===== config.mk =====
export PLATFORM = sky130hd
export DESIGN_NAME = qs_poly
export DESIGN_NICKNAME = d
export VERILOG_FILES = /design/src/hw/rtl/assert_macros.svh /design/src/hw/rtl/qs_pkg.sv /design/src/hw/rtl/qs_poly.sv
export SDC_FILE = /design/constraint.sdc
export NUM_CORES = 2
export LEC_CHECK = 0
export BUFFER_PORTS_ARGS = -buffer_cell sky130_fd_sc_hd__buf_4
export CORE_ASPECT_RATIO = 2
export CORE_MARGIN = 1
export CORE_UTILIZATION = 44
export CTS_CLUSTER_DIAMETER = 40
export DETAILED_ROUTE_END_ITERATION = 8
export PLACE_DENSITY = 0.67
export SLEW_MARGIN = 20
export SYNTH_ARGS = -nofsm -noshare
export SYNTH_HDL_FRONTEND = slang
export SYNTH_SLANG_ARGS = --single-unit

===== constraint.sdc =====
create_clock -name clk_i -period 13.5 [get_ports clk_i]
set_clock_uncertainty 0.05 [all_clocks]
set_input_delay 0.675 -clock clk_i [delete_from_list [all_inputs] [get_ports clk_i]]
set_output_delay 0.675 -clock clk_i [all_outputs]
set_load 0.01 [all_outputs]

===== src/hw/rtl/assert_macros.svh =====
// Assertion macros shared by the quadratic solver RTL.
// Included by the modules that carry concurrent assertions; no other dependencies.
`ifndef ASSERT_MACROS_SVH
`define ASSERT_MACROS_SVH

`ifndef SYNTH

// Checks an implication or expression on every rising edge outside reset.
`define ASSERT_AT(lbl, clk, rstn, prop) \
  lbl: assert property (@(posedge clk) disable iff (!rstn) prop) \
    else $error("assertion failed");

// Checks that an expression never holds outside reset.
`define ASSERT_NEVER(lbl, clk, rstn, expr) \
  lbl: assert property (@(posedge clk) disable iff (!rstn) !(expr)) \
    else $error("assertion failed");

`else

`define ASSERT_AT(lbl, clk, rstn, prop)
`define ASSERT_NEVER(lbl, clk, rstn, expr)

`endif

`endif


===== src/hw/rtl/qs_pkg.sv =====
// Package of the quadratic solver: widths, payload and pipeline types, saturation.
// Used by every module of the solver; depends on nothing.
package qs_pkg;

  localparam int COEF_W     = 16;
  localparam int FRAC_BITS  = 8;
  localparam int SQRT_EXTRA = 8;
  localparam int Q_OUT      = 16;
  localparam int OUT_W      = 32;

  localparam int PROD_W  = 2 * COEF_W;
  localparam int AXX_W   = 3 * COEF_W;
  localparam int SLOPE_W = 2 * COEF_W + 2;
  localparam int DISC_W  = 2 * COEF_W + 3;
  localparam int VAL_W   = 3 * COEF_W + 2;
  localparam int SAT_IN_W = VAL_W;

  localparam int RND_SH   = 3 * FRAC_BITS - Q_OUT;
  localparam int RND_HALF = 1 << (RND_SH - 1);

  // The radicand is disc scaled by 2^(2*SQRT_EXTRA); disc stays below 2^33.
  localparam int RAD_W  = 50;
  localparam int ROOT_W = RAD_W / 2;
  localparam int SREM_W = ROOT_W + 3;

  // Root numerator magnitude plus half the divisor stays below 2^34.
  localparam int NUM_W  = 34;
  localparam int NUMS_W = NUM_W + 1;
  localparam int DEN_W  = COEF_W + 1;
  localparam int DREM_W = DEN_W + 1;

  localparam logic signed [OUT_W-1:0] Q_MAX = {1'b0, {(OUT_W-1){1'b1}}};
  localparam logic signed [OUT_W-1:0] Q_MIN = {1'b1, {(OUT_W-1){1'b0}}};

  localparam logic [1:0] CNT_NONE = 2'd0;
  localparam logic [1:0] CNT_ONE  = 2'd1;
  localparam logic [1:0] CNT_TWO  = 2'd2;

  typedef enum logic [1:0] {
    ST_OK       = 2'd0,
    ST_A_ZERO   = 2'd1,
    ST_ALL_ZERO = 2'd2
  } status_e;

  typedef struct packed {
    logic signed [COEF_W-1:0] coef_a;
    logic signed [COEF_W-1:0] coef_b;
    logic signed [COEF_W-1:0] coef_c;
    logic signed [COEF_W-1:0] point_x;
  } in_item_t;

  typedef struct packed {
    logic signed [OUT_W-1:0] value_at_x;
    logic signed [OUT_W-1:0] slope_at_x;
    logic [1:0]              root_count;
    logic signed [OUT_W-1:0] root_minus;
    logic signed [OUT_W-1:0] root_plus;
    logic [1:0]              status;
    logic                    overflow;
  } out_item_t;

  // Results settled early that ride along the root chains.
  typedef struct packed {
    logic signed [OUT_W-1:0]  value;
    logic signed [OUT_W-1:0]  slope;
    logic [1:0]               count;
    logic [1:0]               status;
    logic                     ov;
    logic                     roots_ok;
    logic                     neg_m;
    logic                     neg_p;
    logic signed [COEF_W-1:0] coef_a;
    logic signed [COEF_W-1:0] coef_b;
  } side_t;

  typedef struct packed {
    logic [RAD_W-1:0]  rad;
    logic [SREM_W-1:0] rem;
    logic [ROOT_W-1:0] root;
  } sqrt_t;

  typedef struct packed {
    logic [NUM_W-1:0]  num_m;
    logic [NUM_W-1:0]  num_p;
    logic [DREM_W-1:0] rem_m;
    logic [DREM_W-1:0] rem_p;
    logic [NUM_W-1:0]  q_m;
    logic [NUM_W-1:0]  q_p;
    logic [DEN_W-1:0]  den;
  } div_t;

  typedef struct packed {
    logic signed [OUT_W-1:0] v;
    logic                    ov;
  } sat_t;

  // Clamps a wide signed value to the 32-bit range and flags the clamp.
  function automatic sat_t sat32(input logic signed [SAT_IN_W-1:0] v);
    sat_t r;
    logic [SAT_IN_W-OUT_W:0] hi;
    hi = v[SAT_IN_W-1:OUT_W-1];
    r.ov = !((&hi) || (~|hi));
    if (r.ov) begin
      r.v = v[SAT_IN_W-1] ? Q_MIN : Q_MAX;
    end else begin
      r.v = v[OUT_W-1:0];
    end
    return r;
  endfunction

endpackage


===== src/hw/rtl/qs_poly.sv =====
// Front end of the quadratic solver: products, f(x), slope, discriminant, status.
// Three register stages; uses qs_pkg.
module qs_poly import qs_pkg::*; (
  input  logic     clk_i,
  input  logic     rst_ni,
  input  logic     adv_i,
  input  logic     valid_i,
  input  in_item_t item_i,
  output logic     valid_o,
  output side_t    side_o,
  output sqrt_t    data_o
);

  logic                     v1_q, v2_q, v3_q;
  logic signed [COEF_W-1:0] a1_q, b1_q, c1_q, x1_q;
  logic signed [PROD_W-1:0] ax1_q, bx1_q, bb1_q, ac1_q;

  logic signed [COEF_W-1:0]  a2_q, b2_q, c2_q;
  logic signed [PROD_W-1:0]  bx2_q;
  logic signed [AXX_W-1:0]   axx2_q;
  logic signed [SLOPE_W-1:0] slope2_q;
  logic signed [DISC_W-1:0]  disc2_q;
  logic [1:0]                status2_q;

  logic signed [VAL_W-1:0] val_sum, val_rnd;
  sat_t                    val_sat, slope_sat;
  logic                    disc_neg;
  side_t                   side_d, side_q;
  sqrt_t                   data_d, data_q;

  always_ff @(posedge clk_i or negedge rst_ni) begin
    if (!rst_ni) begin
      v1_q <= 1'b0;
      v2_q <= 1'b0;
      v3_q <= 1'b0;
    end else if (adv_i) begin
      v1_q <= valid_i;
      v2_q <= v1_q;
      v3_q <= v2_q;
    end
  end

  always_ff @(posedge clk_i) begin
    if (adv_i) begin
      a1_q  <= item_i.coef_a;
      b1_q  <= item_i.coef_b;
      c1_q  <= item_i.coef_c;
      x1_q  <= item_i.point_x;
      ax1_q <= PROD_W'(item_i.coef_a) * PROD_W'(item_i.point_x);
      bx1_q <= PROD_W'(item_i.coef_b) * PROD_W'(item_i.point_x);
      bb1_q <= PROD_W'(item_i.coef_b) * PROD_W'(item_i.coef_b);
      ac1_q <= PROD_W'(item_i.coef_a) * PROD_W'(item_i.coef_c);

      a2_q     <= a1_q;
      b2_q     <= b1_q;
      c2_q     <= c1_q;
      bx2_q    <= bx1_q;
      axx2_q   <= AXX_W'(ax1_q) * AXX_W'(x1_q);
      slope2_q <= (SLOPE_W'(ax1_q) <<< 1) + (SLOPE_W'(b1_q) <<< FRAC_BITS);
      disc2_q  <= DISC_W'(bb1_q) - (DISC_W'(ac1_q) <<< 2);
      if (a1_q == '0 && b1_q == '0 && c1_q == '0) begin
        status2_q <= ST_ALL_ZERO;
      end else if (a1_q == '0) begin
        status2_q <= ST_A_ZERO;
      end else begin
        status2_q <= ST_OK;
      end

      side_q <= side_d;
      data_q <= data_d;
    end
  end

  always_comb begin
    val_sum = VAL_W'(axx2_q) + (VAL_W'(bx2_q) <<< FRAC_BITS)
            + (VAL_W'(c2_q) <<< (2 * FRAC_BITS));
    val_rnd = (val_sum + VAL_W'(RND_HALF)) >>> RND_SH;
    val_sat   = sat32(val_rnd);
    slope_sat = sat32(SAT_IN_W'(slope2_q));
    disc_neg  = disc2_q[DISC_W-1];

    side_d.value    = val_sat.v;
    side_d.slope    = slope_sat.v;
    side_d.ov       = val_sat.ov | slope_sat.ov;
    side_d.status   = status2_q;
    side_d.roots_ok = (status2_q == ST_OK) && !disc_neg;
    side_d.neg_m    = 1'b0;
    side_d.neg_p    = 1'b0;
    side_d.coef_a   = a2_q;
    side_d.coef_b   = b2_q;
    if (disc_neg) begin
      side_d.count = CNT_NONE;
    end else if (disc2_q == '0) begin
      side_d.count = CNT_ONE;
    end else begin
      side_d.count = CNT_TWO;
    end

    data_d.rad  = disc_neg ? '0 : (RAD_W'($unsigned(disc2_q)) << (2 * SQRT_EXTRA));
    data_d.rem  = '0;
    data_d.root = '0;
  end

  assign valid_o = v3_q;
  assign side_o  = side_q;
  assign data_o  = data_q;

endmodule


==> impl_results.md <==
- Initial antenna violation count: 8
- DRC violations left: 0
- ANT nets after route: 0
- Routing usage on met2: 47.8%
- Die Width: 300 um
- Die Y: 599 um
- # placed instances: 10000
- CTS tree: yes
- EDFF count, synth: 514
- Final std cells w/o fill: 10200
- Skew-Pair Late Insertion Delay: 690 ps
- Total CTS buffers: 72
- Top_reg_cell synth: edfxtp_1
- DRT Pass-1 Iters: 8
- Vias in the first global route: 61100
- Ports: 276
- Initial Util: 44.4%
- Top cells by area, synth: fa_1, edfxtp_1, inv_1
- H-Tree Level Count: 3
- Syn Std Cell Area: 0.0783 mm2
- Vias per inst: 5.23
- Pre-CTS WS: 5070 ps
- Post-Syn Instances: 7739
- Crit Path Max Fanout: 17
- Hold Crit Depth: 2
- Most common cell after layout, fill and taps aside: inv_1
- Post-CTS Hold Buffers: 1
- Count of final setup violators: 0
- M3 GR Usage: 3.66%
- Clock buffer depth: 3
- DRT iter0 DRCs: 2449
- CP required: 13860 ps
- FF+latch count, synth: 517
- CTS resizes: 0
- Worst EP arrival: 8990 ps
- Post CTS Setup Buffer Count: 0
- Max Clk Rate: 116 MHz
- Pin count of the biggest net entering global routing: 152
- GRT busiest layer: met2
- Min-Delay Endpoint: v1_q$_DFFE_PN0P_
- Endpoint class of the critical path: register
- Clk root buf: clkbuf_16
- Rows: 218
- Hold Vio Cnt, Final: 0
- Avg WL per Cell: 21.2 um
- Async SR Flop Fraction: 0.580%
- Status: finished clean
- R2r setup slk: 4870 ps
- DP Wirelength: 173000 um
- Area leader, netlist: fa_1
- FF-to-FF Start: ax1_q[12]$_DFFE_PP_
- Final period util: 63.9%
- Synth cell types: 90
- Unrepaired setup endpoints after global routing: no
- Layout cells sized above 1: 5.26%
- Setup WS post-layout: 4870 ps
- Worst R2R End: axx2_q[42]$_DFFE_PP_
- Most frequent cells in the layout: inv_1, fa_1, nand2_1
- Register area share after synthesis: 19.8%
- CTS sink count: 517
- Die area: 0.180 mm2
- First-pass GRT wire length: 337000 um
- Path depth of the worst reg2reg path: 22
- Final Max Slew Viols: 0
- Setup_tns: 0 ps
- Top cell type's share of synthesized area: 39.6%
- Area growth, synth to finish: 7.80%
- Hold path startpoint: valid_i
- Final Critical Period: 8630 ps
- Crit path launch type: register
- GRT Overall Usage: 24.8%
- Tightest Pin Transition: 1050 ps
- Max-cap violation count: 0
- Post-Route WL: 215000 um
- Synth Area per Inst: 10.1 um2
- Gp weighted congestion: 0.992
- Final #Nets: 9942
- Via count: 53100
- Rel. slew slack: 28.2%
- Core Box Area: 0.176 mm2
- CP Class: register to register
- Clock slew at reported path FFs: 60 ps
- Min-delay worst type: input port to register
- Met1 usage: 23.6%
- Ys Warns: 0
- Global route overflow: 0
- PortBufs: 203
-- sequential cells by signal (all words and copies together), names as in the netlist --
name / cells
c2_q: 16
data_o: 33
bx1_q: 32
a1_q: 16
slope2_q: 33
v1_q: 1
ac1_q: 32
disc2_q: 33
c1_q: 16
a2_q: 16
bb1_q: 30
status2_q: 2
b2_q: 16
ax1_q: 32
b1_q: 16
x1_q: 16
side_o: 102
axx2_q: 41
bx2_q: 32
valid_o: 1
v2_q: 1
-- worst max path at each step --
stage | startpoint | endpoint | slack (ps) | cells after the start
floorplan | item_i[45] | bb1_q[31]$_DFFE_PP_ | 5960 | 26
global placement | ax1_q[12]$_DFFE_PP_ | axx2_q[47]$_DFFE_PP_ | 5230 | 21
detailed placement | ax1_q[12]$_DFFE_PP_ | axx2_q[47]$_DFFE_PP_ | 5070 | 21
CTS | ax1_q[12]$_DFFE_PP_ | axx2_q[47]$_DFFE_PP_ | 5070 | 21
global route | ax1_q[12]$_DFFE_PP_ | axx2_q[47]$_DFFE_PP_ | 4710 | 21
finish | ax1_q[12]$_DFFE_PP_ | axx2_q[42]$_DFFE_PP_ | 4870 | 22
-- critical path, cell delays in order (launching register included) --
cell and delay (ps):
edfxtp_1 1030, nand2_1 200, fa_1 580, inv_1 60, fa_1 480, fa_1 570
fa_1 460, fa_1 500, inv_1 50, fa_1 480, inv_1 40, ha_1 330
nand2_1 110, nor2_1 150, and3_1 280, a221o_1 390, a31o_2 330, a41oi_1 390
o21ai_0 250, a21o_1 270, a221oi_1 850, o21ai_0 280, xor2_1 230
-- final cells by class --
class	count	area (um2)
Fill cell	16100	92100
Multi-Input combinational cell	5109	54600
Sequential cell	517	15500
Inverter	1836	6890
Tap cell	2310	2890
Timing Repair Buffer	244	1850
Clock buffer	75	1810
Clock inverter	57	855
Antenna cell	2	5.00
-- metrics by stage --
stage / hold slack, ps / util [%] / instance area (um2)
floorplan: 329 / - / 78600
global placement: 353 / 46.3 / 81700
detailed placement: 355 / 46.3 / 81700
CTS: 140 / 47.8 / 84400
global route: 161 / 47.8 / 84400
finish: 183 / 47.8 / 84400
-- cells by family after synthesis --
logic type / count (synthesis) / share of synthesized area, %
buf+inv: 2184 / 10.8
simple gates: 2013 / 12.5
fa+ha+maj: 2094 / 48.3
other cells: 1 / 0.00479
compound gates: 650 / 5.45
mux: 5 / 0.0687
flops: 517 / 19.8
xor+xnor: 275 / 3.08
-- cell usage after synthesis (9+ instances only) --
cell / number
o211ai_1: 9
nand2_1: 855
ha_1: 547
nor3_1: 29
nor2b_1: 71
or3_1: 11
nand2b_1: 63
nand4_1: 21
and2_1: 554
clkbuf_1: 262
nor4_1: 24
fa_1: 1547
a31oi_1: 28
buf_4: 72
o21ai_0: 110
a21oi_1: 187
o21ai_1: 18
a21o_1: 102
a211oi_1: 12
or2_2: 12
edfxtp_1: 514
nor2_1: 255
and3_1: 31
o21bai_1: 41
inv_1: 1834
xnor2_1: 204
nand3_1: 62
o21a_1: 30
xor2_1: 71
-- layer usage --
| layer | vias to the layer above | share of wire (%) |
|---|---|---|
| met5 | - | 0.031 |
| met4 | 10 | 8.0 |
| met3 | 770 | 4.8 |
| met2 | 1670 | 55 |
| met1 | 27200 | 32 |
| li1 | 23400 | - |
Power is left out: the tool's default activity adds up to more than one toggle a clock period on the data nets, which glitch-free logic cannot reach.
