===== config.mk =====
export PLATFORM = sky130hd
export DESIGN_NAME = qs_sqrt_cell
export DESIGN_NICKNAME = d
export VERILOG_FILES = /design/src/hw/rtl/assert_macros.svh /design/src/hw/rtl/qs_pkg.sv /design/src/hw/rtl/qs_sqrt_cell.sv
export SDC_FILE = /design/constraint.sdc
export NUM_CORES = 1
export LEC_CHECK = 0
export BUFFER_PORTS_ARGS = -buffer_cell sky130_fd_sc_hd__buf_2
export CORE_AREA = 8 8 156 158
export CTS_BUF_LIST = sky130_fd_sc_hd__clkbuf_4
export CTS_CLUSTER_DIAMETER = 80
export DETAILED_ROUTE_END_ITERATION = 10
export DIE_AREA = 0 0 164 166
export PLACE_DENSITY_LB_ADDON = 0.3
export SLEW_MARGIN = 25
export SYNTH_ARGS = -nofsm -noshare
export SYNTH_HDL_FRONTEND = slang
export SYNTH_SLANG_ARGS = --single-unit

===== constraint.sdc =====
create_clock -name clk_i -period 1.6 [get_ports clk_i]
set_clock_uncertainty 0.15 [all_clocks]
set_input_delay 0.32 -clock clk_i [delete_from_list [all_inputs] [get_ports clk_i]]
set_output_delay 0.32 -clock clk_i [all_outputs]
set_load 0.005 [all_outputs]

===== src/hw/rtl/assert_macros.svh =====
// Assertion macros shared by the quadratic solver RTL.
// Included by the modules that carry concurrent assertions; no other dependencies.
`ifndef ASSERT_MACROS_SVH
`define ASSERT_MACROS_SVH

`ifndef SYNTH

// Checks an implication or expression on every rising edge outside reset.
`define ASSERT_AT(lbl, clk, rstn, prop) \
  lbl: assert property (@(posedge clk) disable iff (!rstn) prop) \
    else $error("assertion failed");

// Checks that an expression never holds outside reset.
`define ASSERT_NEVER(lbl, clk, rstn, expr) \
  lbl: assert property (@(posedge clk) disable iff (!rstn) !(expr)) \
    else $error("assertion failed");

`else

`define ASSERT_AT(lbl, clk, rstn, prop)
`define ASSERT_NEVER(lbl, clk, rstn, expr)

`endif

`endif


===== src/hw/rtl/qs_pkg.sv =====
// Package of the quadratic solver: widths, payload and pipeline types, saturation.
// Used by every module of the solver; depends on nothing.
package qs_pkg;

  localparam int COEF_W     = 16;
  localparam int FRAC_BITS  = 8;
  localparam int SQRT_EXTRA = 8;
  localparam int Q_OUT      = 16;
  localparam int OUT_W      = 32;

  localparam int PROD_W  = 2 * COEF_W;
  localparam int AXX_W   = 3 * COEF_W;
  localparam int SLOPE_W = 2 * COEF_W + 2;
  localparam int DISC_W  = 2 * COEF_W + 3;
  localparam int VAL_W   = 3 * COEF_W + 2;
  localparam int SAT_IN_W = VAL_W;

  localparam int RND_SH   = 3 * FRAC_BITS - Q_OUT;
  localparam int RND_HALF = 1 << (RND_SH - 1);

  // The radicand is disc scaled by 2^(2*SQRT_EXTRA); disc stays below 2^33.
  localparam int RAD_W  = 50;
  localparam int ROOT_W = RAD_W / 2;
  localparam int SREM_W = ROOT_W + 3;

  // Root numerator magnitude plus half the divisor stays below 2^34.
  localparam int NUM_W  = 34;
  localparam int NUMS_W = NUM_W + 1;
  localparam int DEN_W  = COEF_W + 1;
  localparam int DREM_W = DEN_W + 1;

  localparam logic signed [OUT_W-1:0] Q_MAX = {1'b0, {(OUT_W-1){1'b1}}};
  localparam logic signed [OUT_W-1:0] Q_MIN = {1'b1, {(OUT_W-1){1'b0}}};

  localparam logic [1:0] CNT_NONE = 2'd0;
  localparam logic [1:0] CNT_ONE  = 2'd1;
  localparam logic [1:0] CNT_TWO  = 2'd2;

  typedef enum logic [1:0] {
    ST_OK       = 2'd0,
    ST_A_ZERO   = 2'd1,
    ST_ALL_ZERO = 2'd2
  } status_e;

  typedef struct packed {
    logic signed [COEF_W-1:0] coef_a;
    logic signed [COEF_W-1:0] coef_b;
    logic signed [COEF_W-1:0] coef_c;
    logic signed [COEF_W-1:0] point_x;
  } in_item_t;

  typedef struct packed {
    logic signed [OUT_W-1:0] value_at_x;
    logic signed [OUT_W-1:0] slope_at_x;
    logic [1:0]              root_count;
    logic signed [OUT_W-1:0] root_minus;
    logic signed [OUT_W-1:0] root_plus;
    logic [1:0]              status;
    logic                    overflow;
  } out_item_t;

  // Results settled early that ride along the root chains.
  typedef struct packed {
    logic signed [OUT_W-1:0]  value;
    logic signed [OUT_W-1:0]  slope;
    logic [1:0]               count;
    logic [1:0]               status;
    logic                     ov;
    logic                     roots_ok;
    logic                     neg_m;
    logic                     neg_p;
    logic signed [COEF_W-1:0] coef_a;
    logic signed [COEF_W-1:0] coef_b;
  } side_t;

  typedef struct packed {
    logic [RAD_W-1:0]  rad;
    logic [SREM_W-1:0] rem;
    logic [ROOT_W-1:0] root;
  } sqrt_t;

  typedef struct packed {
    logic [NUM_W-1:0]  num_m;
    logic [NUM_W-1:0]  num_p;
    logic [DREM_W-1:0] rem_m;
    logic [DREM_W-1:0] rem_p;
    logic [NUM_W-1:0]  q_m;
    logic [NUM_W-1:0]  q_p;
    logic [DEN_W-1:0]  den;
  } div_t;

  typedef struct packed {
    logic signed [OUT_W-1:0] v;
    logic                    ov;
  } sat_t;

  // Clamps a wide signed value to the 32-bit range and flags the clamp.
  function automatic sat_t sat32(input logic signed [SAT_IN_W-1:0] v);
    sat_t r;
    logic [SAT_IN_W-OUT_W:0] hi;
    hi = v[SAT_IN_W-1:OUT_W-1];
    r.ov = !((&hi) || (~|hi));
    if (r.ov) begin
      r.v = v[SAT_IN_W-1] ? Q_MIN : Q_MAX;
    end else begin
      r.v = v[OUT_W-1:0];
    end
    return r;
  endfunction

endpackage


===== src/hw/rtl/qs_sqrt_cell.sv =====
// One cell of the square-root chain: settles one root bit per cell.
// Restoring digit-by-digit step; uses qs_pkg.
module qs_sqrt_cell import qs_pkg::*; (
  input  logic  clk_i,
  input  logic  rst_ni,
  input  logic  adv_i,
  input  logic  valid_i,
  input  side_t side_i,
  input  sqrt_t data_i,
  output logic  valid_o,
  output side_t side_o,
  output sqrt_t data_o
);

  logic              valid_q;
  side_t             side_q;
  sqrt_t             data_d, data_q;
  logic [SREM_W-1:0] rem_sh, trial;

  always_comb begin
    rem_sh = {data_i.rem[SREM_W-3:0], data_i.rad[RAD_W-1 -: 2]};
    trial  = {{(SREM_W-ROOT_W-2){1'b0}}, data_i.root, 2'b01};
    data_d.rad = data_i.rad << 2;
    if (rem_sh >= trial) begin
      data_d.rem  = rem_sh - trial;
      data_d.root = {data_i.root[ROOT_W-2:0], 1'b1};
    end else begin
      data_d.rem  = rem_sh;
      data_d.root = {data_i.root[ROOT_W-2:0], 1'b0};
    end
  end

  always_ff @(posedge clk_i or negedge rst_ni) begin
    if (!rst_ni) begin
      valid_q <= 1'b0;
    end else if (adv_i) begin
      valid_q <= valid_i;
    end
  end

  always_ff @(posedge clk_i) begin
    if (adv_i) begin
      side_q <= side_i;
      data_q <= data_d;
    end
  end

  assign valid_o = valid_q;
  assign side_o  = side_q;
  assign data_o  = data_q;

endmodule


==> impl_metrics.json, run 1 <==
{
  "irDropWorstVdd_uv": 671,
  "p_seq_frac": 0.466,
  "nets": 1523,
  "drt_pass1_iterations": 4,
  "vias": 7399,
  "cp_max_fo": 5,
  "yosysWarnings": 0,
  "arrival_ns": 2.35,
  "slowest_delay_ns": 0.33,
  "drt-met1-wl_um": 11600,
  "p_sw_frac": 0.265,
  "hold_violations": 0,
  "p_comb_frac": 0.220,
  "synth_top_cell_by_area": "edfxtp_1",
  "start_util": 0.370,
  "pwr_density_cell_nw_per_um2": 955,
  "die_area_um2": 27200,
  "cts_root_buf": "clkbuf_4",
  "clk_pin_slew_ns": 0.08,
  "synth_area_per_cell_um2": 16.5,
  "die_w_um": 164,
  "final_max_slew_viol_count": 0,
  "die_y_um": 166,
  "post-dp-hpwl_um": 22400,
  "failed_checks": "setup timing",
  "drive_gt1_frac": 0.559,
  "io_buffers": 414,
  "cts_buffer_depth": 3,
  "syn_inst": 495,
  "synth-edff-count": 205,
  "cp-start-kind": "input port",
  "mostFrequentLayoutCells": "buf_2, dlygate4sd3_1, edfxtp_1",
  "io_pins": 419,
  "drc": 0,
  "syn_area_um2": 8170,
  "wl_met3_um": 2940,
  "track_usage": 0.232,
  "required_ns": 1.84,
  "critical-path-top-delay-family": "compound AO/OA/AOI/OAI gates",
  "antenna_found_initial": 7,
  "hold_class": "input port to register",
  "finish.utilization": 0.678,
  "ys.flop_type": "edfxtp_1",
  "rsz0062_at_grt": "true",
  "fin_ws_ns": -0.511,
  "critPathSlowestCell": "mux2_4",
  "maxCapViolCount": 0,
  "viasPerCell": 4.60,
  "syn2layout_area_growth_pct": 83.2,
  "path_buf_inv": 2,
  "status": "finished, violations left",
  "drtIter0Drc": 370,
  "hold-worst-slack_ns": 0.0993,
  "mostFrequentLayoutCell": "buf_2",
  "final.period_utilization": 1.32,
  "synth_area_leaders": "edfxtp_1, ha_1, o21ai_2",
  "yosysTopAreaCellShare": 0.753,
  "power_uw": 14300,
  "ys_ff_latch": 206,
  "overflow": 0,
  "cp_cell_sequence": "buf_8, inv_4, ha_4, o211ai_1, o21ai_2, a31oi_4, o21ai_2, a221oi_2, o21ai_1, a21oi_2, o31ai_2, mux2_4",
  "drt_wl_total_um": 32600,
  "first_global_vias": 8252,
  "postRouteAntennaNets": 0,
  "ys_seq_area_frac": 0.756,
  "core_area_um2": 22100,
  "clkSinkCount": 206,
  "wl_per_cell_um": 20.3,
  "setup_viol": 164,
  "worstSetupPathType": "input port to register",
  "grt_max_degree": 54,
  "rows": 55,
  "top_layer": "met5",
  "clkPwrFrac": 0.314,
  "p_leak_uw": 0.00665,
  "p_switching_uw": 3790,
  "cts_tree": "done",
  "post-route-min-period_ns": 2.11,
  "wl_met2_um": 16600,
  "htree_levels": 2,
  "yosysUniqueCellTypes": 50,
  "clkLatencyLatePin_ns": 0.61,
  "end_kind": "register",
  "max_freq_ghz": 0.474,
  "crit_path_frequent_cell": "o21ai_2",
  "numCtsBuffers": 53,
  "gp_congestion": 0.816,
  "synthArstFlopShare": 0.00485,
  "grt_pass1_wl_um": 48000,
  "p_int_uw": 10500
}
[through the flow]
step,setup slack [ns],cells,area [um2],setup TNS [ns]
detailed placement,-1.23,1287,11700,-33.79
floorplan,-1.01,496,8450,-28.67
CTS,-0.408,1593,14700,-24.89
global placement,-1.15,1287,11700,-31.98
finish,-0.511,1610,15000,-17.27
global route,-0.529,1608,15000,-35.48
[worst paths after layout]
path,from,endpoint,slack [ns],cells after the start
max,data_i[2],data_o[52],-0.51,12
min,data_i[37],data_o[39],0.1,4
max reg2reg,valid_o,valid_o,0.59,2
min reg2reg,valid_o,valid_o,0.45,2
max in group asynchronous,rst_ni,valid_o,0.76,3
min in group asynchronous,rst_ni,valid_o,0.43,3
[timing repair]
item / 4_1_cts / 5_1_grt
buffers inserted: 10 / 9
hold buffers: 208 / 1
endpoints found under the setup margin: 235 / 235
cloned: 2 / 0
pin swaps: 40 / 28
resized for setup: 75 / 35
endpoints found under the hold margin: 234 / 1
[cells by family after synthesis]
logic type / Yosys count / synth area share
xor+xnor: 26 / 0.0288
fa+ha+maj: 27 / 0.0413
buf+inv: 49 / 0.0295
compound gates: 100 / 0.0938
flops: 206 / 0.756
simple gates: 83 / 0.0459
other cells: 1 / 0.000459
mux: 3 / 0.00398
[layer usage]
layer | vias up | track usage
li1 | 3472 | -
met3 | 87 | 0.0776
met5 | - | 0
met1 | 3504 | 0.240
met4 | 4 | 0.104
met2 | 332 | 0.414
[layout make-up]
class	count	area [um2]
Antenna cell	7	17.5
Tap cell	285	357
Clock buffer	81	608
Inverter	34	163
Fill cell	1524	7120
Timing Repair Buffer	749	5430
Multi-Input combinational cell	241	2180
Clock inverter	7	40.0
Sequential cell	206	6180
[cell usage after synthesis, types with 2 or more instances]
| master | n |
|---|---|
| xnor2_1 | 12 |
| nor3_1 | 5 |
| buf_2 | 4 |
| nand2_1 | 43 |
| a31oi_1 | 3 |
| o21ai_2 | 24 |
| a21o_1 | 10 |
| nand2b_1 | 2 |
| o21bai_1 | 4 |
| a31oi_4 | 2 |
| clkbuf_1 | 3 |
| ha_1 | 27 |
| nand3_1 | 7 |
| xor2_1 | 13 |
| nand4_1 | 8 |
| o21ai_1 | 4 |
| buf_4 | 3 |
| edfxtp_1 | 205 |
| a21oi_1 | 25 |
| o21ai_0 | 13 |
| a211oi_1 | 2 |
| inv_1 | 34 |
| o21ai_4 | 2 |
| nor2_1 | 10 |
| buf_6 | 4 |
| mux2_2 | 2 |
[sequential cells by signal, summed over array words and instances (netlist names)]
register	count
valid_o	1
data_o	101
side_o	104
[worst reg2reg max path, stage by stage, from the launching register on]
cell and delay [ns]:
dfrtp_1 0.37, buf_4 0.13, mux2_2 0.25
[power by group through the flow]
stage               Sequential (uW)  Clock [uW]  Combinational, uW
global placement               6730           0               2400
finish                         6660        4490               3150
detailed placement             6740           0               2440
floorplan                      6830           0                888
global route                   6700        4910               3380
CTS                            6640        4520               3040
(Power assumes the default switching activity.)
==> inputs of run 2 (changes only) <==
ABC_AREA = 1   (was not set)
==> impl_metrics.json, run 2 <==
{
  "min_to": "data_o[33]",
  "synth_most_common_cell": "nand2_1",
  "cp-start-kind": "input port",
  "ff2ff_path_depth": 3,
  "vias": 8668,
  "numCtsBuffers": 52,
  "clkLatencyLatePin_ns": 0.64,
  "drtIter0Drc": 617,
  "largest_register_ffs": 104,
  "p_comb_frac": 0.224,
  "start_util": 0.397,
  "hold_violations": 0,
  "p_leak_uw": 0.00740,
  "end_kind": "register",
  "cts_tree": "done",
  "setup_viol": 176,
  "holdPathStages": 4,
  "place_ws_ns": -0.757,
  "fin_ws_ns": -0.102,
  "die_area_um2": 27200,
  "finish.utilization": 0.705,
  "postRouteAntennaNets": 0,
  "rows": 55,
  "critPathSlowestCell": "nor2_8",
  "worstSetupPathType": "input port to register",
  "track_usage": 0.247,
  "die_y_um": 166,
  "p_int_uw": 10300,
  "synth_area_per_cell_um2": 11.6,
  "clkPwrFrac": 0.305,
  "cts_buffer_depth": 3,
  "gp_congestion": 0.916,
  "grt_max_degree": 41,
  "io_buffers": 414,
  "rrSetupSlack_ns": 0.04,
  "drive_gt1_frac": 0.459,
  "ys_ff_latch": 206,
  "finalInstanceArea_um2": 15600,
  "use_met3": 0.0669,
  "post-dp-hpwl_um": 24600,
  "grt_pass1_wl_um": 51100,
  "p_seq_frac": 0.471,
  "hold-worst-slack_ns": 0.0982,
  "synth-edff-count": 205,
  "clk_pin_slew_ns": 0.06,
  "rsz0062_at_grt": "true",
  "mostFrequentLayoutCell": "buf_2",
  "io_pins": 419,
  "synth_area_leaders": "edfxtp_1, nand2_1, inv_1",
  "status": "finished, violations left",
  "n_fill_cell": 1524,
  "use_met2": 0.449,
  "p_sw_frac": 0.271,
  "synth_top_cell_by_area": "edfxtp_1",
  "maxCapViolCount": 0,
  "yosysTopAreaCellShare": 0.702,
  "slowest_delay_ns": 0.26,
  "irDropWorstVdd_uv": 436,
  "use_met1": 0.259,
  "hold_class": "input port to register",
  "final_max_slew_viol_count": 0,
  "max_freq_ghz": 0.588,
  "syn_inst": 755,
  "drt_wl_total_um": 36200,
  "final.period_utilization": 1.06,
  "r2r-start": "valid_o",
  "pwr_density_cell_nw_per_um2": 905,
  "first_global_vias": 9103,
  "die_w_um": 164,
  "grt.busiest_layer": "met2",
  "drc": 0,
  "htree_levels": 2,
  "critical-path-top-delay-family": "simple AND/OR/NAND/NOR gates",
  "r2r-end": "valid_o",
  "p_switching_uw": 3810,
  "cp_cell_sequence": "buf_8, inv_4, ha_4, nand2_2, nand2_2, or2_1, nand2_1, nand3_2, nand2_4, inv_4, nor2_8, clkbuf_16, o21ai_2",
  "dpl_cell_area_um2": 12300,
  "cp_max_fo": 8,
  "overflow": 0,
  "cts_root_buf": "clkbuf_4",
  "path_buf_inv": 4,
  "syn2layout_area_growth_pct": 77.6,
  "multi_input_area_um2": 2610,
  "synthArstFlopShare": 0.00485,
  "yosysUniqueCellTypes": 28,
  "viasPerCell": 4.64,
  "syn_area_um2": 8770,
  "wl_per_cell_um": 19.4,
  "required_ns": 1.85,
  "clkSinkCount": 206,
  "min-delay-start": "data_i[31]",
  "drt_pass1_iterations": 5,
  "mostFrequentLayoutCells": "buf_2, dlygate4sd3_1, nand2_1",
  "yosysWarnings": 0,
  "post-route-min-period_ns": 1.70,
  "antenna_found_initial": 5,
  "synth_common_cells": "nand2_1, edfxtp_1, inv_1",
  "arrival_ns": 1.96,
  "ys.flop_type": "edfxtp_1",
  "failed_checks": "setup timing",
  "ys_seq_area_frac": 0.705,
  "regArea_um2": 6180,
  "nets": 1783,
  "core_area_um2": 22100
}
-- run 2: cell count changes in the layout (fill, tap and decap cells not counted), sizes merged, moves of 10 or more --
cell	delta
o21ai	-27
buf	-12
nand3	+28
inv	+98
nand2	+201
nor2	+31
a21o	-10
a21oi	-11
-- run 2: final cells by class --
class | instances | share of cell area
sequential | 206 | 0.397
timing repair buffer | 741 | 0.339
multi-input combinational | 411 | 0.167
clock buffer | 76 | 0.0366
inverter | 133 | 0.0332
tap | 285 | 0.0229
clock inverter | 11 | 0.00321
antenna | 5 | 0.000803
-- run 2: tightest hold or removal path, cell delays in order --
cell     delay [ns]
buf_2          0.11
ha_4           0.15
xnor2_1        0.08
o21ai_2        0.13
-- run 2: metal layers --
layer | part of all wire | up-vias
li1 | - | 4101
met3 | 0.079 | 74
met4 | 0.038 | 0
met2 | 0.53 | 410
met1 | 0.36 | 4083
met5 | 0 | -
-- run 2: how the worst max path moves through the flow --
stage                           from          to  slack [ns]  depth (start not counted)
after floorplan           data_i[10]  data_o[34]       -0.39                         14
after global placement    data_i[10]  data_o[36]       -0.71                         15
after detailed placement  data_i[17]  data_o[34]       -0.76                         14
after CTS                 side_o[16]  side_o[16]       -0.16                          1
after global routing      data_o[38]  data_o[38]       -0.18                          1
final                      data_i[1]  data_o[37]       -0.10                         13
-- run 2: through the flow --
| step | TNS, ns | instances | power, uW |
|---|---|---|---|
| final | -5.01 | 1868 | 14100 |
| after global routing | -23.58 | 1867 | 14800 |
| after CTS | -13.50 | 1846 | 13900 |
| after detailed placement | -20.72 | 1548 | 9150 |
| after global placement | -20.06 | 1548 | 9080 |
| after floorplan | -10.66 | 756 | 7650 |
-- run 2: power groups by stage --
stage	logic, uW	registers, uW	clock network, uW
detailed placement	2420	6720	0
floorplan	849	6800	0
CTS	2870	6610	4370
global route	3390	6680	4690
global placement	2380	6700	0
finish	3160	6640	4300
-- run 2: kinds of logic (layout without fill, tap and decap cells) --
group                      Yosys count  count (layout)  synth area share
other                                1               7          0.000428
and+or+nand+nor                    334             335             0.158
muxes                                1               1           0.00128
AOI/OAI and AO/OA                   31              31            0.0177
xor gates and xnor gates            15              15            0.0150
buffers and inverters              140             961            0.0646
adders and majority gates           27              27            0.0385
DFF                                206             206             0.705
-- run 2: repair_timing --
item / in CTS / in global routing
endpoints found under the hold margin: 227 / 0
cloned: 0 / 5
pin swaps: 4 / 32
resized for setup: 7 / 85
buffers inserted: 1 / 12
setup endpoints to repair: 226 / 235
hold buffers: 210 / 0
