===== src/hw/rtl/assert_macros.svh =====
// Assertion macros shared by the quadratic solver RTL.
// Included by the modules that carry concurrent assertions; no other dependencies.
`ifndef ASSERT_MACROS_SVH
`define ASSERT_MACROS_SVH

`ifndef SYNTH

// Checks an implication or expression on every rising edge outside reset.
`define ASSERT_AT(lbl, clk, rstn, prop) \
  lbl: assert property (@(posedge clk) disable iff (!rstn) prop) \
    else $error("assertion failed");

// Checks that an expression never holds outside reset.
`define ASSERT_NEVER(lbl, clk, rstn, expr) \
  lbl: assert property (@(posedge clk) disable iff (!rstn) !(expr)) \
    else $error("assertion failed");

`else

`define ASSERT_AT(lbl, clk, rstn, prop)
`define ASSERT_NEVER(lbl, clk, rstn, expr)

`endif

`endif


===== src/hw/rtl/qs_pkg.sv =====
// Package of the quadratic solver: widths, payload and pipeline types, saturation.
// Used by every module of the solver; depends on nothing.
package qs_pkg;

  localparam int COEF_W     = 16;
  localparam int FRAC_BITS  = 8;
  localparam int SQRT_EXTRA = 8;
  localparam int Q_OUT      = 16;
  localparam int OUT_W      = 32;

  localparam int PROD_W  = 2 * COEF_W;
  localparam int AXX_W   = 3 * COEF_W;
  localparam int SLOPE_W = 2 * COEF_W + 2;
  localparam int DISC_W  = 2 * COEF_W + 3;
  localparam int VAL_W   = 3 * COEF_W + 2;
  localparam int SAT_IN_W = VAL_W;

  localparam int RND_SH   = 3 * FRAC_BITS - Q_OUT;
  localparam int RND_HALF = 1 << (RND_SH - 1);

  // The radicand is disc scaled by 2^(2*SQRT_EXTRA); disc stays below 2^33.
  localparam int RAD_W  = 50;
  localparam int ROOT_W = RAD_W / 2;
  localparam int SREM_W = ROOT_W + 3;

  // Root numerator magnitude plus half the divisor stays below 2^34.
  localparam int NUM_W  = 34;
  localparam int NUMS_W = NUM_W + 1;
  localparam int DEN_W  = COEF_W + 1;
  localparam int DREM_W = DEN_W + 1;

  localparam logic signed [OUT_W-1:0] Q_MAX = {1'b0, {(OUT_W-1){1'b1}}};
  localparam logic signed [OUT_W-1:0] Q_MIN = {1'b1, {(OUT_W-1){1'b0}}};

  localparam logic [1:0] CNT_NONE = 2'd0;
  localparam logic [1:0] CNT_ONE  = 2'd1;
  localparam logic [1:0] CNT_TWO  = 2'd2;

  typedef enum logic [1:0] {
    ST_OK       = 2'd0,
    ST_A_ZERO   = 2'd1,
    ST_ALL_ZERO = 2'd2
  } status_e;

  typedef struct packed {
    logic signed [COEF_W-1:0] coef_a;
    logic signed [COEF_W-1:0] coef_b;
    logic signed [COEF_W-1:0] coef_c;
    logic signed [COEF_W-1:0] point_x;
  } in_item_t;

  typedef struct packed {
    logic signed [OUT_W-1:0] value_at_x;
    logic signed [OUT_W-1:0] slope_at_x;
    logic [1:0]              root_count;
    logic signed [OUT_W-1:0] root_minus;
    logic signed [OUT_W-1:0] root_plus;
    logic [1:0]              status;
    logic                    overflow;
  } out_item_t;

  // Results settled early that ride along the root chains.
  typedef struct packed {
    logic signed [OUT_W-1:0]  value;
    logic signed [OUT_W-1:0]  slope;
    logic [1:0]               count;
    logic [1:0]               status;
    logic                     ov;
    logic                     roots_ok;
    logic                     neg_m;
    logic                     neg_p;
    logic signed [COEF_W-1:0] coef_a;
    logic signed [COEF_W-1:0] coef_b;
  } side_t;

  typedef struct packed {
    logic [RAD_W-1:0]  rad;
    logic [SREM_W-1:0] rem;
    logic [ROOT_W-1:0] root;
  } sqrt_t;

  typedef struct packed {
    logic [NUM_W-1:0]  num_m;
    logic [NUM_W-1:0]  num_p;
    logic [DREM_W-1:0] rem_m;
    logic [DREM_W-1:0] rem_p;
    logic [NUM_W-1:0]  q_m;
    logic [NUM_W-1:0]  q_p;
    logic [DEN_W-1:0]  den;
  } div_t;

  typedef struct packed {
    logic signed [OUT_W-1:0] v;
    logic                    ov;
  } sat_t;

  // Clamps a wide signed value to the 32-bit range and flags the clamp.
  function automatic sat_t sat32(input logic signed [SAT_IN_W-1:0] v);
    sat_t r;
    logic [SAT_IN_W-OUT_W:0] hi;
    hi = v[SAT_IN_W-1:OUT_W-1];
    r.ov = !((&hi) || (~|hi));
    if (r.ov) begin
      r.v = v[SAT_IN_W-1] ? Q_MIN : Q_MAX;
    end else begin
      r.v = v[OUT_W-1:0];
    end
    return r;
  endfunction

endpackage


===== src/hw/rtl/qs_div_cell.sv =====
// One cell of the root divider chain: one quotient bit for both roots per cell.
// Restoring division with a shared divisor; uses qs_pkg.
module qs_div_cell import qs_pkg::*; (
  input  logic  clk_i,
  input  logic  rst_ni,
  input  logic  adv_i,
  input  logic  valid_i,
  input  side_t side_i,
  input  div_t  data_i,
  output logic  valid_o,
  output side_t side_o,
  output div_t  data_o
);

  logic              valid_q;
  side_t             side_q;
  div_t              data_d, data_q;
  logic [DREM_W-1:0] sh_m, sh_p, den_x;

  always_comb begin
    den_x = {1'b0, data_i.den};
    sh_m  = {data_i.rem_m[DREM_W-2:0], data_i.num_m[NUM_W-1]};
    sh_p  = {data_i.rem_p[DREM_W-2:0], data_i.num_p[NUM_W-1]};
    data_d.den   = data_i.den;
    data_d.num_m = data_i.num_m << 1;
    data_d.num_p = data_i.num_p << 1;
    if (sh_m >= den_x) begin
      data_d.rem_m = sh_m - den_x;
      data_d.q_m   = {data_i.q_m[NUM_W-2:0], 1'b1};
    end else begin
      data_d.rem_m = sh_m;
      data_d.q_m   = {data_i.q_m[NUM_W-2:0], 1'b0};
    end
    if (sh_p >= den_x) begin
      data_d.rem_p = sh_p - den_x;
      data_d.q_p   = {data_i.q_p[NUM_W-2:0], 1'b1};
    end else begin
      data_d.rem_p = sh_p;
      data_d.q_p   = {data_i.q_p[NUM_W-2:0], 1'b0};
    end
  end

  always_ff @(posedge clk_i or negedge rst_ni) begin
    if (!rst_ni) begin
      valid_q <= 1'b0;
    end else if (adv_i) begin
      valid_q <= valid_i;
    end
  end

  always_ff @(posedge clk_i) begin
    if (adv_i) begin
      side_q <= side_i;
      data_q <= data_d;
    end
  end

  assign valid_o = valid_q;
  assign side_o  = side_q;
  assign data_o  = data_q;

endmodule


===== config.mk =====
export PLATFORM = sky130hd
export DESIGN_NAME = qs_div_cell
export DESIGN_NICKNAME = d
export VERILOG_FILES = /design/src/hw/rtl/assert_macros.svh /design/src/hw/rtl/qs_pkg.sv /design/src/hw/rtl/qs_div_cell.sv
export SDC_FILE = /design/constraint.sdc
export NUM_CORES = 1
export LEC_CHECK = 0
export ABC_AREA = 1
export ABC_CLOCK_PERIOD_IN_PS = 1800
export BUFFER_PORTS_ARGS = -buffer_cell sky130_fd_sc_hd__buf_2
export CAP_MARGIN = 20
export CORE_AREA = 2 2 229 231
export CTS_CLUSTER_DIAMETER = 80
export CTS_CLUSTER_SIZE = 12
export DETAILED_ROUTE_END_ITERATION = 8
export DIE_AREA = 0 0 231 233
export GPL_ROUTABILITY_DRIVEN = 0
export PLACE_DENSITY_LB_ADDON = 0.12
export SLEW_MARGIN = 20
export SYNTH_ARGS = -nofsm -noshare
export SYNTH_HDL_FRONTEND = slang
export SYNTH_SLANG_ARGS = --single-unit

===== constraint.sdc =====
create_clock -name clk_i -period 1.8 [get_ports clk_i]
set_input_delay 0.09 -clock clk_i [delete_from_list [all_inputs] [get_ports clk_i]]
set_output_delay 0.09 -clock clk_i [all_outputs]
set_load 0.1 [all_outputs]

==> results of run 1 <==
-- through the flow --
stage               instances  setup WS, ns  utilization (%)
floorplan                 937         0.172                -
global placement         2300        -0.127             32.4
detailed placement       2300        -0.169             32.4
CTS                      2641        0.0101             39.9
global route             2645       -0.0168             41.0
finish                   2645        0.0231             41.0
-- sequential cells by signal, indices dropped and copies added (netlist names) --
| register | count |
|---|---|
| data_o | 187 |
| side_o | 104 |
| valid_o | 1 |
-- worst max-delay path: cells and delay by family --
kind | cells | cell delay [ns]
buf+inv | 5 | 0.98
simple gates | 4 | 0.48
fa+ha+maj | 1 | 0.30
compound gates | 2 | 0.22
-- worst max-delay path by stage --
stage	depth (start not counted)	end	from	slack (ns)
6_report	12	data_o[102]	data_i[98]	0.02
5_1_grt	12	data_o[102]	data_i[98]	-0.02
3_5_place_dp	12	data_o[107]	data_i[7]	-0.17
2_1_floorplan	11	data_o[120]	data_i[13]	0.17
3_3_place_gp	14	data_o[119]	data_i[0]	-0.13
4_1_cts	13	data_o[103]	data_i[111]	0.01
-- layer usage --
metal	wire length, um	vias up	GRT usage (%)	share of wire (%)
met4	1250	6	4.90	2.7
met1	16900	4892	17.6	37
li1	-	5137	-	-
met3	3170	65	4.18	7.0
met2	24200	314	29.7	53
met5	40	-	0	0.088
-- cells in the mapped netlist --
library cell	instances	share of area (%)
ha_1	34	3.6
a21oi_1	16	0.67
buf_6	3	0.28
a21oi_4	2	0.27
nand4_4	2	0.36
nor3_1	4	0.17
nand4_2	4	0.42
buf_8	1	0.13
xor2_1	11	0.81
fa_1	2	0.34
nor2_2	3	0.16
inv_1	124	3.9
dfrtp_1	1	0.21
nand2_4	1	0.095
conb_1	1	0.031
nand4_1	2	0.11
or2_2	3	0.16
edfxtp_1	291	73
inv_2	11	0.35
xnor2_1	3	0.22
buf_4	2	0.13
mux2_2	1	0.095
a21oi_2	2	0.15
nand3_1	32	1.3
nor2_4	4	0.38
nand3_2	2	0.17
nor2_1	27	0.85
nand2_2	16	0.84
clkinv_1	4	0.13
nand2_1	327	10
-- kinds of logic (layout without fill, tap and decap cells) --
group | count (synthesis) | in the layout | share of synthesized area (%)
AND/OR/NAND/NOR | 427 | 427 | 15.3
AO/OA/AOI/OAI | 20 | 20 | 1.09
other | 1 | 5 | 0.0315
flip-flops | 292 | 292 | 73.6
adder cells (fa/ha/maj) | 36 | 36 | 3.91
multiplexers | 1 | 1 | 0.0945
buffers and inverters | 145 | 1170 | 4.92
XOR/XNOR | 14 | 14 | 1.03
-- repair_timing --
| action | 4_1_cts | 5_1_grt |
|---|---|---|
| resized for setup | 0 | 92 |
| buffers inserted | 0 | 3 |
| setup endpoints to repair | 0 | 36 |
| hold buffers | 293 | 3 |
| endpoints found under the hold margin | 317 | 3 |
-- where the power goes --
part           internal [uW]  leakage, uW  switching, uW
clock network           3280     0.000425           2620
logic                   1760      0.00642           5860
registers               8170      0.00286            136
-- final cells by class --
type,instances,area (um^2),area share (%)
Antenna cell,3,7.51,0.0358
Timing Repair Buffer,983,6930,33.1
Sequential cell,292,8760,41.8
Inverter,139,529,2.52
Clock buffer,40,810,3.86
Tap cell,680,851,4.06
Clock inverter,8,83.8,0.400
Multi-Input combinational cell,500,3000,14.3
==> impl_metrics.tcl, run 1 <==
set metrics [dict create \
    grt_pass1_vias 10697 \
    place_area_um2 16500 \
    start_kind "input pin" \
    leakagePower_uw 0.00970 \
    hpwl_mm 35.0 \
    drtPass1Iterations 4 \
    portBuffers 584 \
    cts_tree "done" \
    rr_startpoint "valid_o" \
    crit_fanout 8 \
    slew_violations 0 \
    ioPinCount 591 \
    clock_sinks 292 \
    clk_path_buf_depth 3 \
    reg2reg_to "valid_o" \
    grt_max_degree 49 \
    netlist_instances 936 \
    min_to "data_o[116]" \
    die_area_um2 53800 \
    final_nets 2280 \
    hp-class "input pin to flip-flop" \
    syn_area_um2 11900 \
    min-delay-start "data_i[115]" \
    min_path_cells 3 \
    drtIter0Drc 360 \
    htreeDepth 1 \
    antenna_found_initial 6 \
    vias_per_cell 3.94 \
    final_area_um2 21000 \
    yosysWarnings 0 \
    fin_crit_ns 1.78 \
    endpoint_kind "flip-flop" \
    cp.required_ns 2.11 \
    die_w_um 231 \
    ir_drop_v 0.000808 \
    ys_seq_area_share_pct 73.6 \
    clockRootBuffer "clkbuf_16" \
    rows 83 \
    syn_area_per_cell_um2 12.7 \
    power.density_nw_per_um2 1040 \
    grt_usage_pct 15.9 \
    cpPeakStageDelay_ns 0.54 \
    layout_common_cells "buf_2 (571), nand2_1 (307), edfxtp_1 (291)" \
    drive_above_1_share_pct 43.1 \
    totalPowerFinal_uw 21800 \
    core_area_um2 51100 \
    grt_pass1_wl_mm 64.1 \
    cts-buffers-inserted 31 \
    rsz0062_at_grt "yes" \
    regToRegSetupSlack_ns 1.07 \
    gr-total-overflow 0 \
    outcome "completed" \
    cp_common_cell "nand2_2" \
    max_slew_margin_pct 59.3 \
    setup_violations 0 \
    start_util_pct 23.3 \
    critPathKind "input pin to flip-flop" \
    whs_ns 0.0364 \
    post-route-drc-count 0 \
    yosysUniqueCellTypes 30 \
    arrival_ns 2.08 \
    ant_nets 0 \
    final.setup.tns_ns 0 \
    finalHoldViolCount 0 \
    cap_violations 0 \
    num_vias 10414 \
    tightest_slew_ns 0.614 \
    max_freq_mhz 563 \
    path_cells "dlygate4sd3_1 > buf_2 > ha_1 > nand2_2 > inv_2 > nand2_2 > inv_1 > a21oi_4 > nand3_2 > nor2_4 > buf_12 > a21oi_2" \
    mostFrequentLayoutCell "buf_2" \
    nFillCells 5028 \
    area_growth_syn_to_layout_pct 76.1 \
    drt-total-wl_mm 45.6 \
    min_period_over_period_pct 98.7 \
    slowest_stage "dlygate4sd3_1" \
    r2r_cells 1 \
    skew_ns 0 \
    wl_per_cell_um 17.2 \
    ys_ff_latch 292 \
    clock_insertion_delay_worst_skew_ns 0.56 \
    die_y_um 233 \
    clk_pin_slew_ns 0.06 \
]
No activity file was read; power rests on OpenSTA's default activity.
==> run 2, diff against run 1 <==
==> constraint.sdc (replaced) <==
create_clock -name clk_i -period 1.8 [get_ports clk_i]
set_input_delay 0.45 -clock clk_i [delete_from_list [all_inputs] [get_ports clk_i]]
set_output_delay 0.45 -clock clk_i [all_outputs]
set_load 0.1 [all_outputs]
==> impl_metrics.tcl, run 2 (synthesis gave the netlist of run 1 again) <==
set metrics [dict create \
    outcome "completed" \
    htreeDepth 1 \
    start_util_pct 23.3 \
    totalPowerFinal_uw 21500 \
    die_w_um 231 \
    regToRegSetupSlack_ns 1.05 \
    start_kind "flip-flop" \
    hp-class "input pin to flip-flop" \
    core_area_um2 51100 \
    num_vias 9355 \
    pre_cts_ws_ns -0.550 \
    crit_fanout 1 \
    grt_pass1_wl_mm 61.7 \
    fin_util_pct 36.6 \
    final_nets 2002 \
    arrival_ns 1.30 \
    cap_violations 0 \
    drtPass1Iterations 5 \
    critPathTopFamily "buffers and inverters" \
    postCtsSetupBuffers 0 \
    power.internal_uw 13000 \
    endpoint_kind "output pin" \
    grt_max_degree 64 \
    portBuffers 584 \
    power.density_nw_per_um2 1150 \
    hpwl_mm 36.9 \
    nFillCells 5145 \
    final.setup.tns_ns 0 \
    leakagePower_uw 0.00866 \
    grt_usage_pct 15.7 \
    rsz0062_at_grt "yes" \
    multi_input_area_um2 2890 \
    slew_violations 0 \
    clk_path_buf_depth 3 \
    clockRootBuffer "clkbuf_16" \
    layout_common_cells "buf_4 (368), nand2_1 (314), buf_2 (293)" \
    drtIter0Drc 420 \
    mostFrequentLayoutCell "buf_4" \
    critPathKind "flip-flop to output pin" \
    path_cells "buf_2" \
    finalHoldViolCount 0 \
    gr-total-overflow 0 \
    cpPeakStageDelay_ns 0.42 \
    clock_sinks 292 \
    setup_violations 0 \
    ioPinCount 591 \
    slowest_stage "buf_2" \
    clock_insertion_delay_worst_skew_ns 0.57 \
    clk_pin_slew_ns 0.06 \
    switching_power_uw 8520 \
    swShare_pct 39.5 \
    largest_reg_flops 187 \
    drive_above_1_share_pct 50.1 \
    cts_tree "done" \
    ant_nets 0 \
    seq_area_um2 8760 \
    grt_pass1_vias 9434 \
    whs_ns 0.0454 \
    p_comb_share_pct 34.1 \
    skew_ns 0 \
    cts-buffers-inserted 31 \
    ir_drop_v 0.000665 \
    drt-total-wl_mm 44.7 \
    critical_path_buf_inv_count 1 \
    seqPwrFrac_pct 38.8 \
    wl_per_cell_um 18.9 \
    max_freq_mhz 571 \
    die_y_um 233 \
    worst_slack_ns 0.0490 \
    fin_crit_ns 1.75 \
    cp.required_ns 1.35 \
    post-route-drc-count 0 \
    antenna_found_initial 21 \
    rows 83 \
    area_growth_syn_to_layout_pct 57.1 \
    min_period_over_period_pct 97.3 \
    vias_per_cell 3.95 \
    die_area_um2 53800 \
    clockPowerShare_pct 27.2 \
]
run 2: cell count changes in the layout (fill, tap and decap cells not counted), sizes merged, moves of 5 or more:
cell / delta
clkbuf: +24
inv: -9
dlygate4sd3: -288
clkinvlp: +6
dlymetal6s4s: -7
buf: -5
run 2: final timing paths:
path                       startpoint  cells past startpoint          to
max                        data_o[52]                      1  data_o[52]
min                        side_i[85]                      1  side_o[85]
max reg2reg                   valid_o                      1     valid_o
min reg2reg                   valid_o                      1     valid_o
max in group asynchronous      rst_ni                      2     valid_o
min in group asynchronous      rst_ni                      2     valid_o
run 2: layer usage:
layer  part of all wire (%)  global-route usage (%)  vias to the layer above
met5                   0.32                       0                        -
met4                    1.8                    3.10                       22
met3                    9.3                    6.31                       75
met2                     53                    29.7                      337
met1                     36                    16.3                     4345
li1                       -                       -                     4576
run 2: repair_timing:
action,4_1_cts,5_1_grt
hold endpoints to repair,1,0
setup endpoints to repair,259,62
gates cloned,0,1
pin swaps,0,3
gates resized for setup,259,44
hold buffers,1,0
run 2: power groups by stage:
stage                     sequential [uW]  combinational (uW)  clock (uW)
final                                8350                7330        5860
after global routing                 8400                7670        6370
after CTS                            8350                7360        6120
after detailed placement             8450                7050           0
after global placement               8450                7050           0
after floorplan                     12800                 941           0
run 2: final cells by class:
type	instances	area share, %
sequential	292	46.8
inverter	139	2.97
timing repair buffer	705	25.5
tap	680	4.55
antenna	4	0.0535
multi-input combinational	500	15.4
clock inverter	7	0.287
clock buffer	42	4.42
run 2: metrics by stage:
| stage | std cells | instance area (um^2) |
|---|---|---|
| global placement | 2314 | 17000 |
| detailed placement | 2314 | 17000 |
| CTS | 2364 | 18600 |
| floorplan | 937 | 12200 |
| finish | 2369 | 18700 |
| global route | 2365 | 18700 |
==> run 3, diff against run 2 <==
--- a/config.mk
+++ b/config.mk
@@ -5,15 +5,14 @@
 export SDC_FILE = /design/constraint.sdc
 export NUM_CORES = 1
 export LEC_CHECK = 0
-export ABC_AREA = 1
 export ABC_CLOCK_PERIOD_IN_PS = 1800
 export BUFFER_PORTS_ARGS = -buffer_cell sky130_fd_sc_hd__buf_2
 export CAP_MARGIN = 20
-export CORE_AREA = 2 2 229 231
+export CORE_AREA = 2 2 233 235
 export CTS_CLUSTER_DIAMETER = 80
 export CTS_CLUSTER_SIZE = 12
 export DETAILED_ROUTE_END_ITERATION = 8
-export DIE_AREA = 0 0 231 233
+export DIE_AREA = 0 0 235 237
 export GPL_ROUTABILITY_DRIVEN = 0
 export PLACE_DENSITY_LB_ADDON = 0.12
 export SLEW_MARGIN = 20
==> impl_metrics.tcl, run 3 <==
set metrics [dict create \
    ys_ff_latch 292 \
    power.density_nw_per_um2 1260 \
    cts-buffers-inserted 34 \
    final_area_um2 17700 \
    grt_usage_pct 14.5 \
    htreeDepth 2 \
    drt-total-wl_mm 42.2 \
    die_area_um2 55700 \
    cp-endpoint "data_o[118]" \
    drtIter0Drc 327 \
    drive_above_1_share_pct 62.0 \
    layoutNonFillerInstCount 2085 \
    ioPinCount 591 \
    crit_path_start "data_i[188]" \
    post-place-cells 2009 \
    synth_edf_count 291 \
    reg2reg_to "valid_o" \
    post-route-drc-count 0 \
    nFillCells 5381 \
    yosysUniqueCellTypes 60 \
    gr-total-overflow 0 \
    violations "negative setup slack" \
    die_y_um 237 \
    grt_pass1_vias 8433 \
    mostFrequentLayoutCell "buf_2" \
    netlist_instances 604 \
    core_area_um2 53300 \
    min_period_over_period_pct 121 \
    antenna_found_initial 19 \
    rows 85 \
    vias_per_cell 3.97 \
    clockRootBuffer "clkbuf_16" \
    final_nets 1695 \
    area_growth_syn_to_layout_pct 61.1 \
    synth_most_common_cell "edfxtp_1" \
    synth_top_area_share_pct 79.4 \
    clk_pin_slew_ns 0.06 \
    drtPass1Iterations 4 \
    slew_violations 0 \
    ys_seq_area_share_pct 79.7 \
    die_w_um 235 \
    crit_fanout 13 \
    ant_nets 0 \
    skew_ns 0 \
    yosys.area.top_type "edfxtp_1" \
    rr_startpoint "valid_o" \
    outcome "finished with violations" \
    max_slew_margin_pct 64.8 \
    ir_drop_v 0.000795 \
    seq_area_um2 8760 \
    syn_area_per_cell_um2 18.2 \
    largest_reg_flops 187 \
    leakagePower_uw 0.00762 \
    ys_top_cells_by_count "edfxtp_1 (291), a21oi_1 (38), ha_1 (34)" \
    wl_per_cell_um 20.2 \
    grt_max_degree 39 \
    grt_pass1_wl_mm 58.5 \
    clock_sinks 292 \
    arrival_ns 2.44 \
    start_kind "input pin" \
    cts_tree "done" \
    endpoint_kind "flip-flop" \
    layout_common_cells "buf_2 (486), edfxtp_1 (291), buf_4 (186)" \
    num_vias 8279 \
    fin_crit_ns 2.17 \
    ys_async_sr_fraction_pct 0.342 \
    hpwl_mm 34.0 \
    synth_area_leaders "edfxtp_1 (79%), ha_1 (3.9%), mux2_2 (1.7%), a21oi_1 (1.7%), xnor2_1 (1.5%)" \
    cap_violations 0 \
    cp.required_ns 2.07 \
    finalHoldViolCount 0 \
    critPathKind "input pin to flip-flop" \
    r2r_cells 1 \
    fin_util_pct 33.3 \
    synthFlopType "edfxtp_1" \
    portBuffers 584 \
    rsz0062_at_grt "yes" \
    worst_slack_ns -0.371 \
    max_freq_mhz 461 \
    start_util_pct 20.6 \
    place_area_um2 16000 \
    regToRegSetupSlack_ns 1.04 \
    multi_input_area_um2 2380 \
    syn_area_um2 11000 \
    tightest_slew_ns 0.531 \
    clk_path_buf_depth 3 \
    yosysWarnings 0 \
    hp-class "input pin to flip-flop" \
    setup_violations 38 \
    clock_insertion_delay_worst_skew_ns 0.53 \
]
## run 3: changes by cell type in the layout (fill, tap and decap cells not counted), moves of 15 or more
cell | previous run | this run
buf_2 | 293 | 486
nand3_1 | 32 | 6
buf_4 | 368 | 186
ha_4 | 21 | 6
nand2_1 | 314 | 20
ha_1 | 13 | 28
nand2_2 | 29 | 1
xnor2_1 | 3 | 19
inv_1 | 115 | 22
## run 3: worst min path at each step
stage	to	start	slack, ns	cells past startpoint
final	side_o[93]	side_i[93]	0.09	1
after global routing	data_o[188]	data_i[187]	0.05	1
after CTS	side_o[93]	side_i[93]	0.04	1
after detailed placement	valid_o	rst_ni	0.23	1
after global placement	valid_o	rst_ni	0.23	1
after floorplan	valid_o	rst_ni	0.15	0
## run 3: logic make-up (layout without fill, tap and decap cells)
logic type,Yosys count,after routing,share of synthesized area (%)
adders and majority gates,36,36,4.23
xor gates and xnor gates,26,26,2.07
AOI/OAI and AO/OA,103,103,6.45
muxes,21,21,2.14
other,1,11,0.0341
and+or+nand+nor,85,85,3.78
DFF,292,292,79.7
buffers and inverters,40,815,1.65
## run 3: power breakdown
| group | switching, uW | internal [uW] |
|---|---|---|
| clock | 2850 | 3800 |
| sequential | 153 | 8200 |
| combinational | 5690 | 1620 |
| total | 8690 | 13600 |
## run 3: per-layer routing
metal  up-vias  wire length [um]  track usage [%]  part of all wire (%)
li1       3859                 -                -                     -
met1      3987             15500             15.8                    37
met2       348             21800             25.9                    52
met3        71              3800             5.95                   9.0
met4        14               945             3.78                   2.2
met5         -                90                0                  0.21
## run 3: layout make-up
cell class                 instances  area share, %
timing repair buffer             734           25.5
clock buffer                      41           4.95
clock inverter                    13          0.882
antenna                            9          0.127
tap                              696           4.91
multi-input combinational        273           13.4
sequential                       292           49.4
inverter                          27          0.713
## run 3: worst max-delay path: stages
cell	delay, ns
buf_12	0.11
inv_12	0.04
ha_4	0.12
inv_2	0.03
fa_2	0.36
a21oi_4	0.16
o21ai_2	0.09
o21ba_4	0.21
o41ai_4	0.31
a21oi_4	0.12
buf_12	0.17
mux2_2	0.27
## run 3: per-stage QoR
stage                     worst slack, ns  hold WS [ns]  setup TNS [ns]  power, uW
after floorplan                    -0.641         0.154          -21.29      13700
after global placement              -1.15         0.225          -37.98      15500
after detailed placement            -1.17         0.229          -38.37      15500
after CTS                          -0.337        0.0382          -10.93      22600
after global routing               -0.443        0.0478          -13.78      23200
final                              -0.371        0.0904          -11.54      22300
## run 3: what timing repair did
item	in CTS	in global routing
pin swaps	5	7
endpoints found under the hold margin	1	0
setup endpoints to repair	94	73
resized for setup	93	71
buffers inserted	10	0
gates cloned	2	0
hold buffers	1	0
